<file path="config.mk">
export PLATFORM = sky130hd
export DESIGN_NAME = dbwc_ctrl
export DESIGN_NICKNAME = d
export VERILOG_FILES = /design/src/design/dbwc_pkg.sv /design/src/design/dbwc_ctrl.sv
export SDC_FILE = /design/constraint.sdc
export NUM_CORES = 1
export LEC_CHECK = 0
export ABC_CLOCK_PERIOD_IN_PS = 3300
export BUFFER_PORTS_ARGS = -buffer_cell sky130_fd_sc_hd__buf_4
export CAP_MARGIN = 30
export CORE_AREA = 4 4 41 43
export CTS_CLUSTER_DIAMETER = 150
export DETAILED_ROUTE_END_ITERATION = 8
export DIE_AREA = 0 0 45 47
export GPL_ROUTABILITY_DRIVEN = 0
export PLACE_DENSITY = 0.71
export SLEW_MARGIN = 20
export SYNTH_ARGS = -nofsm -noshare
export SYNTH_HDL_FRONTEND = slang
export SYNTH_SLANG_ARGS = --single-unit
</file>
<file path="constraint.sdc">
create_clock -name aclk -period 3.3 [get_ports aclk]
set_input_delay 0.33 -clock aclk [delete_from_list [all_inputs] [get_ports aclk]]
set_output_delay 0.33 -clock aclk [all_outputs]
set_load 0.005 [all_outputs]
</file>
<file path="src/design/dbwc_pkg.sv">
// Types and constants shared by the delay-based window controller.
`default_nettype none
package dbwc_pkg;

    localparam int unsigned CFG_W     = 16;
    localparam int unsigned CFG_IDX_W = 3;

    localparam logic [CFG_IDX_W-1:0] CFG_UP_THRESH   = 3'd0;
    localparam logic [CFG_IDX_W-1:0] CFG_UP_DELTA    = 3'd1;
    localparam logic [CFG_IDX_W-1:0] CFG_DOWN_THRESH = 3'd2;
    localparam logic [CFG_IDX_W-1:0] CFG_DOWN_DELTA  = 3'd3;
    localparam logic [CFG_IDX_W-1:0] CFG_LOSS_DELTA  = 3'd4;

    localparam logic signed [31:0] WIN_RESET  = 32'sd4096;
    localparam logic signed [31:0] WIN_MIN    = 32'sd512;
    localparam logic signed [31:0] WIN_MAX    = 32'sd2560000;
    localparam logic [16:0]        DELAY_INIT = 17'd99999;
    localparam logic [10:0]        LOST_MAX   = 11'd2047;

    typedef enum logic [0:0] {
        OP_SEND = 1'b0,
        OP_ACK  = 1'b1
    } op_t;

    typedef struct packed {
        logic        operation;
        logic [31:0] seq_num;
        logic [31:0] send_time;
        logic [31:0] recv_time;
        logic [31:0] ack_arrival_time;
    } in_beat_t;

    typedef struct packed {
        logic [13:0] window_datagrams;
        logic [10:0] lost_count;
        logic        ring_full;
        logic [16:0] min_rtt;
    } out_beat_t;

    typedef enum logic [3:0] {
        ST_IDLE,
        ST_SEND,
        ST_DROP_RD,
        ST_DROP_CHK,
        ST_LATE_CHK,
        ST_SRCH_RD,
        ST_SRCH_CHK,
        ST_DROP2_RD,
        ST_DROP2_CHK,
        ST_DELAY,
        ST_ADJUST,
        ST_OUT
    } state_t;

    // controller -> datapath
    typedef struct packed {
        logic latch_in;
        logic do_send;
        logic rd_head;
        logic rd_srch;
        logic pop_head;
        logic pop_lost;
        logic srch_start;
        logic srch_step;
        logic srch_clear;
        logic do_delay;
        logic do_adjust;
        logic load_out;
    } cmd_t;

    // datapath -> controller
    typedef struct packed {
        logic op_ack;
        logic ring_empty;
        logic head_valid;
        logic head_late;
        logic srch_done;
        logic srch_valid;
        logic srch_eq;
        logic srch_gt;
    } status_t;

endpackage
`default_nettype wire

</file>
<file path="src/design/dbwc_ctrl.sv">
// Sequencer for one send or ack beat of the window controller.
`default_nettype none
module dbwc_ctrl
    import dbwc_pkg::*;
(
    input  wire logic    aclk,
    input  wire logic    aresetn,
    input  wire logic    s_valid,
    output logic         s_ready,
    output logic         m_valid,
    input  wire logic    m_ready,
    input  wire status_t stat,
    output cmd_t         cmd
);

    state_t state_reg, state_next;
    logic   m_valid_reg, m_valid_next;

    always_ff @(posedge aclk) begin
        if (!aresetn) begin
            state_reg   <= ST_IDLE;
            m_valid_reg <= 1'b0;
        end else begin
            state_reg   <= state_next;
            m_valid_reg <= m_valid_next;
        end
    end

    assign m_valid = m_valid_reg;

    always_comb begin
        state_next = state_reg;
        case (state_reg)
            ST_IDLE:      if (s_valid) state_next = ST_SEND;
            ST_SEND:      state_next = stat.op_ack ? ST_DROP_RD : ST_OUT;
            ST_DROP_RD:   state_next = stat.ring_empty ? ST_SRCH_RD : ST_DROP_CHK;
            ST_DROP_CHK:  state_next = stat.head_valid ? ST_LATE_CHK : ST_DROP_RD;
            ST_LATE_CHK:  state_next = stat.head_late ? ST_DROP_RD : ST_SRCH_RD;
            ST_SRCH_RD:   state_next = stat.srch_done ? ST_DROP2_RD : ST_SRCH_CHK;
            ST_SRCH_CHK: begin
                if (stat.srch_valid && (stat.srch_eq || stat.srch_gt))
                    state_next = ST_DROP2_RD;
                else
                    state_next = ST_SRCH_RD;
            end
            ST_DROP2_RD:  state_next = stat.ring_empty ? ST_DELAY : ST_DROP2_CHK;
            ST_DROP2_CHK: state_next = stat.head_valid ? ST_DELAY : ST_DROP2_RD;
            ST_DELAY:     state_next = ST_ADJUST;
            ST_ADJUST:    state_next = ST_OUT;
            ST_OUT:       if (!m_valid_reg || m_ready) state_next = ST_IDLE;
            default:      state_next = ST_IDLE;
        endcase
    end

    always_comb begin
        cmd          = '0;
        s_ready      = 1'b0;
        m_valid_next = m_valid_reg && !m_ready;
        case (state_reg)
            ST_IDLE: begin
                s_ready      = 1'b1;
                cmd.latch_in = s_valid;
            end
            ST_SEND: begin
                cmd.do_send    = !stat.op_ack;
                cmd.srch_start = 1'b1;
            end
            ST_DROP_RD:  cmd.rd_head = !stat.ring_empty;
            ST_DROP_CHK: cmd.pop_head = !stat.head_valid;
            ST_LATE_CHK: begin
                cmd.pop_head = stat.head_late;
                cmd.pop_lost = stat.head_late;
            end
            ST_SRCH_RD:  cmd.rd_srch = !stat.srch_done;
            ST_SRCH_CHK: begin
                cmd.srch_step  = 1'b1;
                cmd.srch_clear = stat.srch_valid && stat.srch_eq;
            end
            ST_DROP2_RD:  cmd.rd_head = !stat.ring_empty;
            ST_DROP2_CHK: cmd.pop_head = !stat.head_valid;
            ST_DELAY:     cmd.do_delay = 1'b1;
            ST_ADJUST:    cmd.do_adjust = 1'b1;
            ST_OUT: begin
                if (!m_valid_reg || m_ready) begin
                    cmd.load_out = 1'b1;
                    m_valid_next = 1'b1;
                end
            end
            default: ;
        endcase
    end

endmodule
`default_nettype wire

</file>
==> impl_metrics.json, run 1 <==
{
  "run_status": "finished, final reports clean",
  "synth_top_area_share_pct": 18.8,
  "design_area_um2": 727,
  "hold_class": "input pin to flip-flop",
  "drt.antenna.violating_nets": 0,
  "drt-vias-per-instance": 5.65,
  "power.leakage_uw": 0.000316,
  "total_i_o_pin_count": 26,
  "drc": 0,
  "worstPathMaxFanout": 20,
  "clock_sinks": 5,
  "antenna_found_initial": 0,
  "peakVddDrop_mv": 0.433,
  "cts_tree": "built",
  "reg2reg_depth": 4,
  "finalNetCount": 108,
  "met2_usage_pct": 17.8,
  "cp_data_arrival_time_ns": 1.77,
  "post_cts.resized_instances": 0,
  "synth-seq-area-share_pct": 18.8,
  "worstSkewPairLatency_ns": 0.24,
  "layout_min_cycle_time_ns": 2.10,
  "hold_start": "aresetn",
  "post_route_cells_drive_above_1_share_pct": 30.5,
  "first_global_vias": 488,
  "syn_area_per_cell_um2": 7.28,
  "slew_headroom_pct": 55.8,
  "num_cts_buffers": 3,
  "critical_path.reg2reg.endpoint": "state_reg[1]",
  "die_area_mm2": 0.00212,
  "ys_ff_latch": 5,
  "grt_first_pass_wirelength_mm": 2.20,
  "syn_to_final_growth_pct": 36.7,
  "fp.dieH_um": 47,
  "timing_max_transition_violations_final": 0,
  "nature_of_the_critical_path_endpoint": "primary output",
  "unrepaired_setup_endpoints_after_global_routing": "false",
  "avgRoutedWirePerCell_um": 12.6,
  "synth-edff-count": 0,
  "timing.final.crit_share_pct": 63.8,
  "dp.final_hpwl_mm": 1.04,
  "grt_max_degree": 22,
  "cts.clk_slew.worst_paths_ns": 0.04,
  "drtIter0Drc": 17,
  "timing.hold.ws_ns": 0.347,
  "synth_area_leaders": "dfxtp_1 (19%), nand2b_1 (9.4%), buf_2 (5.6%)",
  "ctsHtreeMaxLevel": 1,
  "whs_endpoint": "state_reg[3]",
  "pwr_density_cell_mw_per_mm2": 801,
  "ctsLongestPathBuffers": 2,
  "grt-ovfl-total": 0,
  "dr.pass1.iters": 5,
  "detailed_place.area_um2": 701,
  "core.rowCount": 13,
  "worst_clock_skew_ns": 0.00267,
  "num_antenna_cells": 0,
  "gr_util_all_layers_pct": 14.2,
  "via_count": 621,
  "netlist_top_cells_count": "nand2b_1 (8), buf_2 (6), nor3_1 (6)",
  "cts_hold_repair.buffers": 0,
  "yosys.cell_count.top_type": "nand2b_1",
  "dp_worst_setup_slack_ns": 1.47,
  "number_of_nets_in_the_synthesized_netlist": 85,
  "setup_viol": 0,
  "grt_use_met3_pct": 1.15,
  "synth_async_sr_flop_share_pct": 0,
  "synth_warnings": 0,
  "number_of_cells_produced_by_synthesis": 73,
  "drv.max_cap_violation_count": 0,
  "floorplan.initialDensity_pct": 40.9,
  "area_of_the_mapped_netlist_um2": 532,
  "port_buffers": 25,
  "totalWireLength_mm": 1.39,
  "timing.reg2reg.setup_slack_ns": 1.60,
  "startpoint_type": "flip-flop",
  "grt_util_met1_pct": 22.4,
  "clock-root-buffer": "clkbuf_4",
  "synth_area_leader_cell": "dfxtp_1",
  "worst_ep_required_time_ns": 2.97,
  "maximum_frequency_from_static_timing_analysis_ghz": 0.475,
  "largest_reg_flops": 4,
  "timing.rr.start": "state_reg[2]",
  "worstSetupPathType": "flip-flop to primary output",
  "timing_worst_slew_pin_value_ns": 0.662,
  "synth_flop_cell": "dfxtp_1",
  "synth.distinct_cells": 35,
  "postLayoutSetupSlackWorst_ns": 1.20,
  "report.final.hold_viol_count": 0,
  "die_x_um": 45,
  "design.core.area_mm2": 0.00130,
  "worstHoldPathCells": 2,
  "cts_post_setup_buffers_inserted": 0,
  "top_usage_layer": "met1",
  "totalNegativeSetupSlack_ns": 0
}
critical path, cell delays in order, from the launching register on:
cell and delay (ns):
dfxtp_1 0.70, nand2b_1 0.24, o31ai_1 0.41, buf_4 0.18
through the flow:
step                instances  total power (uW)  util (%)
finish                    110               582      55.9
detailed placement        106               512      53.8
CTS                       110               584      55.9
floorplan                  73               411         -
global placement          106               507      53.8
global route              110               643      55.9
logic make-up (layout without fill, tap and decap cells):
kind of cell | count (synthesis) | in the layout | share of synthesized area [%]
AO/OA/AOI/OAI | 21 | 21 | 29.2
XOR/XNOR | 1 | 1 | 1.65
flip-flops | 5 | 5 | 18.8
buffers and inverters | 8 | 30 | 7.76
AND/OR/NAND/NOR | 38 | 38 | 42.6
power breakdown:
| group | leakage, uW | switching (uW) | internal [uW] |
|---|---|---|---|
| clock | 0.0000150 | 23.9 | 45.6 |
| combinational | 0.000260 | 133 | 185 |
| sequential | 0.0000411 | 111 | 83.6 |
| total | 0.000316 | 268 | 315 |
cell type report:
class / count / area [um2]
Clock buffer: 4 / 26.3
Fill cell: 148 / 574
Inverter: 1 / 3.75
Multi-Input combinational cell: 60 / 390
Sequential cell: 5 / 100
Tap cell: 15 / 18.8
Timing Repair Buffer: 25 / 188
how the worst max path moves through the flow:
stage,from,end,slack [ns],cells after the start
3_3_place_gp,state_reg[0],cmd[7],1.52,3
3_5_place_dp,state_reg[0],cmd[7],1.47,3
4_1_cts,state_reg[0],cmd[7],1.20,3
2_1_floorplan,state_reg[2],cmd[3],1.95,4
6_report,state_reg[0],cmd[7],1.20,3
5_1_grt,state_reg[0],cmd[7],0.98,3
metal layers:
layer | part of all wire, % | vias up
met5 | 0 | -
met4 | 0 | 0
met3 | 5.8 | 0
met2 | 46 | 18
met1 | 48 | 285
li1 | - | 318
cell usage in the layout, fill, tap and decap left out, types with 3 or more instances in the layout:
cell      netlist  final
a21oi_1         5      5
buf_4           1     25
clkbuf_4        0      3
dfxtp_1         5      5
nand2_1         3      3
nand2b_1        8      8
nor2_1          5      5
nor3_1          6      6
Note: power is estimated with default switching activity, not from simulation.
==> inputs of run 2 (changes only) <==
Settings changed: ABC_CLOCK_PERIOD_IN_PS 3300 to 1900, CORE_AREA 4 4 41 43 to not set, CORE_MARGIN set to 4, CORE_UTILIZATION set to 39, DIE_AREA 0 0 45 47 to not set, PLACE_DENSITY 0.71 to 0.72.
Clock period 3.3 ns to 1.9 ns, I/O delays scaled along.
==> run 2 against run 1 <==
Clock skew down 0.0021 ns. Worst setup slack worse by 0.95 ns. Count of clock-buffer cells in the layout stayed put. Global-route usage is 0.44 points higher. Power grew 80%. Critical endpoint unchanged. Largest cell class unchanged. Largest power group unchanged.
==> impl_metrics.json, run 2 (synthesis gave the netlist of run 1 again) <==
{
  "run_status": "finished, final reports clean",
  "dr.pass1.iters": 4,
  "grt_max_degree": 21,
  "maximum_frequency_from_static_timing_analysis_ghz": 0.605,
  "drc": 0,
  "timing_worst_slew_pin_value_ns": 0.365,
  "worstSetupPathType": "flip-flop to primary output",
  "slew_headroom_pct": 75.3,
  "antenna_found_initial": 0,
  "drtIter0Drc": 9,
  "finish.cell_count_without_fillers": 113,
  "clock_sinks": 5,
  "cts_tree": "built",
  "cts.clk_slew.worst_paths_ns": 0.04,
  "critical-path-slowest-cell": "dfxtp_2",
  "first_global_vias": 515,
  "fillerInstances": 126,
  "worstHoldPathCells": 2,
  "pwr_density_cell_mw_per_mm2": 1390,
  "avgRoutedWirePerCell_um": 12.0,
  "clock-root-buffer": "clkbuf_4",
  "floorplan.initialDensity_pct": 41.4,
  "die_area_mm2": 0.00202,
  "worstSkewPairLatency_ns": 0.23,
  "core.rowCount": 13,
  "drv.max_cap_violation_count": 0,
  "layout_min_cycle_time_ns": 1.65,
  "via_count": 630,
  "power.leakage_uw": 0.000332,
  "seqCellArea_um2": 104,
  "finalPower_uw": 1050,
  "report.final.hold_viol_count": 0,
  "die_x_um": 44.9,
  "drt-vias-per-instance": 5.58,
  "final_common_cell": "buf_4",
  "commonest_non_fill_non_tap_cells_in_the_layout": "buf_4 (28), nand2b_1 (8), nor3_1 (6)",
  "port_buffers": 25,
  "ctsHtreeMaxLevel": 1,
  "worstPathMaxFanout": 17,
  "detailed_place.area_um2": 723,
  "cts_hold_repair.buffers": 0,
  "dp.final_hpwl_mm": 1.03,
  "peakVddDrop_mv": 0.878,
  "placedCellCount": 109,
  "gr_util_all_layers_pct": 14.6,
  "unrepaired_setup_endpoints_after_global_routing": "false",
  "postLayoutCoreUtil_pct": 58.6,
  "nature_of_the_critical_path_endpoint": "primary output",
  "totalNegativeSetupSlack_ns": 0,
  "drt.antenna.violating_nets": 0,
  "cp_data_arrival_time_ns": 1.46,
  "finalNetCount": 111,
  "setup_viol": 0,
  "startpoint_type": "flip-flop",
  "ctsLongestPathBuffers": 2,
  "hold_class": "input pin to flip-flop",
  "largest_reg_flops": 4,
  "num_cts_buffers": 3,
  "critical-path-max-stage-delay_ns": 0.50,
  "design.core.area_mm2": 0.00128,
  "design_area_um2": 753,
  "total_i_o_pin_count": 26,
  "timing.final.crit_share_pct": 87.0,
  "area_taken_by_multi_input_logic_gates_um2": 390,
  "grt_first_pass_wirelength_mm": 2.24,
  "totalWireLength_mm": 1.35,
  "num_antenna_cells": 0,
  "worst_ep_required_time_ns": 1.71,
  "timing_max_transition_violations_final": 0,
  "worst_clock_skew_ns": 0.000588,
  "cp_cell_sequence": "nand2b_1 -> o31ai_1 -> buf_4",
  "reg2reg_depth": 5,
  "fp.dieH_um": 44.9,
  "grt-ovfl-total": 0,
  "post_route_cells_drive_above_1_share_pct": 35.7,
  "syn_to_final_growth_pct": 41.6
}
==> run 2: cell type report <==
| class | instances | area share [%] |
|---|---|---|
| multi-input cells | 60 | 51.8 |
| repair buffers | 28 | 27.9 |
| inverters | 1 | 0.498 |
| clock buffers | 4 | 3.49 |
| flip-flops and latches | 5 | 13.8 |
| well taps | 15 | 2.49 |
==> run 2: routing by layer <==
metal  track usage [%]  wire [um]  vias up
met5                 0          0        -
met4              7.02          0        0
li1                  -          -      325
met2              18.6        643       17
met3              2.79         79        0
met1              22.7        631      288
==> run 2: timing repair <==
action | CTS | global route
resized for setup | 0 | 3
setup buffers | 0 | 0
setup endpoints to repair | 0 | 4
==> run 2: power breakdown <==
group          internal [uW]  switching [uW]  leakage (uW)  total (uW)
clock                   79.0            36.8     0.0000150         116
sequential               153             155     0.0000420         308
combinational            353             270      0.000275         623
==> run 2: critical path: cells and delay by family, from the launching register on <==
family	cells	cell delay (ns)
buffers and inverters	1	0.18
AO/OA/AOI/OAI	1	0.37
flip-flops	1	0.50
AND/OR/NAND/NOR	1	0.18
==> run 2: through the flow <==
| step | hold WS [ns] | setup slack (ns) |
|---|---|---|
| 6_report | 0.213 | 0.247 |
| 5_1_grt | 0.207 | 0.0885 |
| 3_5_place_dp | 0.455 | 0.304 |
| 4_1_cts | 0.208 | 0.0315 |
| 2_1_floorplan | 0.318 | 0.577 |
| 3_3_place_gp | 0.460 | 0.320 |
==> run 2: path summary, 6_finish.rpt <==
| path | start | end | slack, ns |
|---|---|---|---|
| setup / recovery | state_reg[0] | cmd[7] | 0.25 |
| setup reg to reg | state_reg[3] | state_reg[0] | 0.49 |
| hold / removal | aresetn | state_reg[3] | 0.21 |
| hold reg to reg | m_valid | m_valid | 0.58 |
==> inputs of run 3 (changes only) <==
Settings changed: ABC_CLOCK_PERIOD_IN_PS 1900 to 2100, CORE_AREA set to 4 4 41 43, CORE_MARGIN 4 to not set, CORE_UTILIZATION 39 to not set, DIE_AREA set to 0 0 45 47, PLACE_DENSITY 0.72 to 0.71.
Clock period 1.9 ns to 2.1 ns, I/O delays scaled along.
==> run 3 against run 2 <==
Global-route usage down 0.77 points. Die area up 4.8%. Highest routed layer unchanged. Worst hold slack improved by 0.024 ns. Via count is 0.48% lower. Cell area decreased by 2.3%. Non-clock buffer count is 2 lower. Sequential power is 5% lower. Sequential share of layout area barely moved.
==> impl_metrics.json, run 3 (synthesis gave the netlist of run 1 again) <==
{
  "timing_max_transition_violations_final": 0,
  "core.rowCount": 13,
  "worstSetupPathType": "flip-flop to primary output",
  "report.final.hold_viol_count": 0,
  "port_buffers": 25,
  "drt-met1-wl_um": 637,
  "commonest_non_fill_non_tap_cells_in_the_layout": "buf_4 (26), nand2b_1 (8), nor3_1 (6)",
  "pwr_density_cell_mw_per_mm2": 1270,
  "cts_post_setup_buffers_inserted": 0,
  "highest_layer": "met3",
  "die_x_um": 45,
  "via_count": 627,
  "detailroute.wirelength.met2_um": 688,
  "setup_viol": 0,
  "peakVddDrop_mv": 0.764,
  "layout_min_cycle_time_ns": 1.90,
  "drtIter0Drc": 6,
  "placedCellCount": 107,
  "post_route_cells_drive_above_1_share_pct": 32.3,
  "avgRoutedWirePerCell_um": 12.8,
  "startpoint_type": "flip-flop",
  "finalPower_uw": 933,
  "finish.cell_count_without_fillers": 111,
  "postLayoutSetupSlackWorst_ns": 0.195,
  "ctsLongestPathBuffers": 2,
  "antenna_found_initial": 0,
  "drv.max_cap_violation_count": 0,
  "run_status": "finished, final reports clean",
  "clock-root-buffer": "clkbuf_4",
  "die_area_mm2": 0.00212,
  "worstSkewPairLatency_ns": 0.24,
  "clock_sinks": 5,
  "design_area_um2": 736,
  "cts_hold_repair.buffers": 0,
  "routed-wl-met3_um": 98,
  "timing.final.crit_share_pct": 90.7,
  "unrepaired_setup_endpoints_after_global_routing": "false",
  "post_cts.resized_instances": 0,
  "ctsHtreeMaxLevel": 1,
  "total_i_o_pin_count": 26,
  "totalNegativeSetupSlack_ns": 0,
  "fp.dieH_um": 47,
  "cp_data_arrival_time_ns": 1.69,
  "largest_reg_flops": 4,
  "num_antenna_cells": 0,
  "totalWireLength_mm": 1.42,
  "first_global_vias": 529,
  "drt-vias-per-instance": 5.65,
  "drc": 0,
  "timing_worst_slew_pin_value_ns": 0.610,
  "gr_util_all_layers_pct": 13.8,
  "grt-ovfl-total": 0,
  "dp.final_hpwl_mm": 1.06,
  "worst_clock_skew_ns": 0.00633,
  "num_cts_buffers": 3,
  "cts_tree": "built",
  "nature_of_the_critical_path_endpoint": "primary output",
  "syn_to_final_growth_pct": 38.4,
  "grt_max_degree": 22,
  "slew_headroom_pct": 59.3,
  "design.core.area_mm2": 0.00130,
  "hold_class": "input pin to flip-flop",
  "detailed_place.area_um2": 708,
  "dr.pass1.iters": 4,
  "drt.antenna.violating_nets": 0,
  "dp_worst_setup_slack_ns": 0.427,
  "finalNetCount": 109,
  "floorplan.initialDensity_pct": 40.9,
  "cts.clk_slew.worst_paths_ns": 0.04,
  "worst_ep_required_time_ns": 1.89,
  "power.leakage_uw": 0.000321,
  "final_common_cell": "buf_4",
  "grt_first_pass_wirelength_mm": 2.21,
  "maximum_frequency_from_static_timing_analysis_ghz": 0.525,
  "worstPathMaxFanout": 20
}
==> run 3: per-stage QoR <==
stage / utilization, % / hold slack (ns)
after global routing: 56.5 / 0.240
after detailed placement: 54.4 / 0.480
after global placement: 54.4 / 0.481
final: 56.5 / 0.238
after floorplan: - / 0.338
after CTS: 56.4 / 0.234
==> run 3: metal layers <==
layer | up-vias | GRT usage, %
li1 | 320 | -
met1 | 287 | 18.9
met2 | 20 | 22.3
met3 | 0 | 1.53
met4 | 0 | 5.26
met5 | - | 0
==> run 3: area by class of cell <==
cell class              instances  area, um2
clock buffers                   4       26.3
fillers                       136        566
inverters                       1       3.75
multi-input cells              60        390
flip-flops and latches          5        101
well taps                      15       18.8
repair buffers                 26        195
==> run 3: worst max-delay path, stage by stage (launching register included) <==
cell and delay (ns):
dfxtp_1 0.70, nor2b_1 0.30, nand3_1 0.18, nor2b_1 0.16, buf_4 0.12
==> run 3: final timing paths <==
path                start            to  slack, ns  depth (start not counted)
max          state_reg[1]        cmd[0]       0.20                          4
min               aresetn  state_reg[1]       0.24                          2
max reg2reg  state_reg[3]  state_reg[1]       0.45                          4
min reg2reg       m_valid       m_valid       0.59                          2
==> run 3: where the power goes <==
| part | leakage [uW] | total (uW) | internal, uW | switching (uW) |
|---|---|---|---|---|
| clock network | 0.0000150 | 110 | 71.8 | 38.2 |
| registers | 0.0000414 | 292 | 134 | 159 |
| logic | 0.000265 | 530 | 302 | 228 |
| total | 0.000321 | 933 | 508 | 425 |
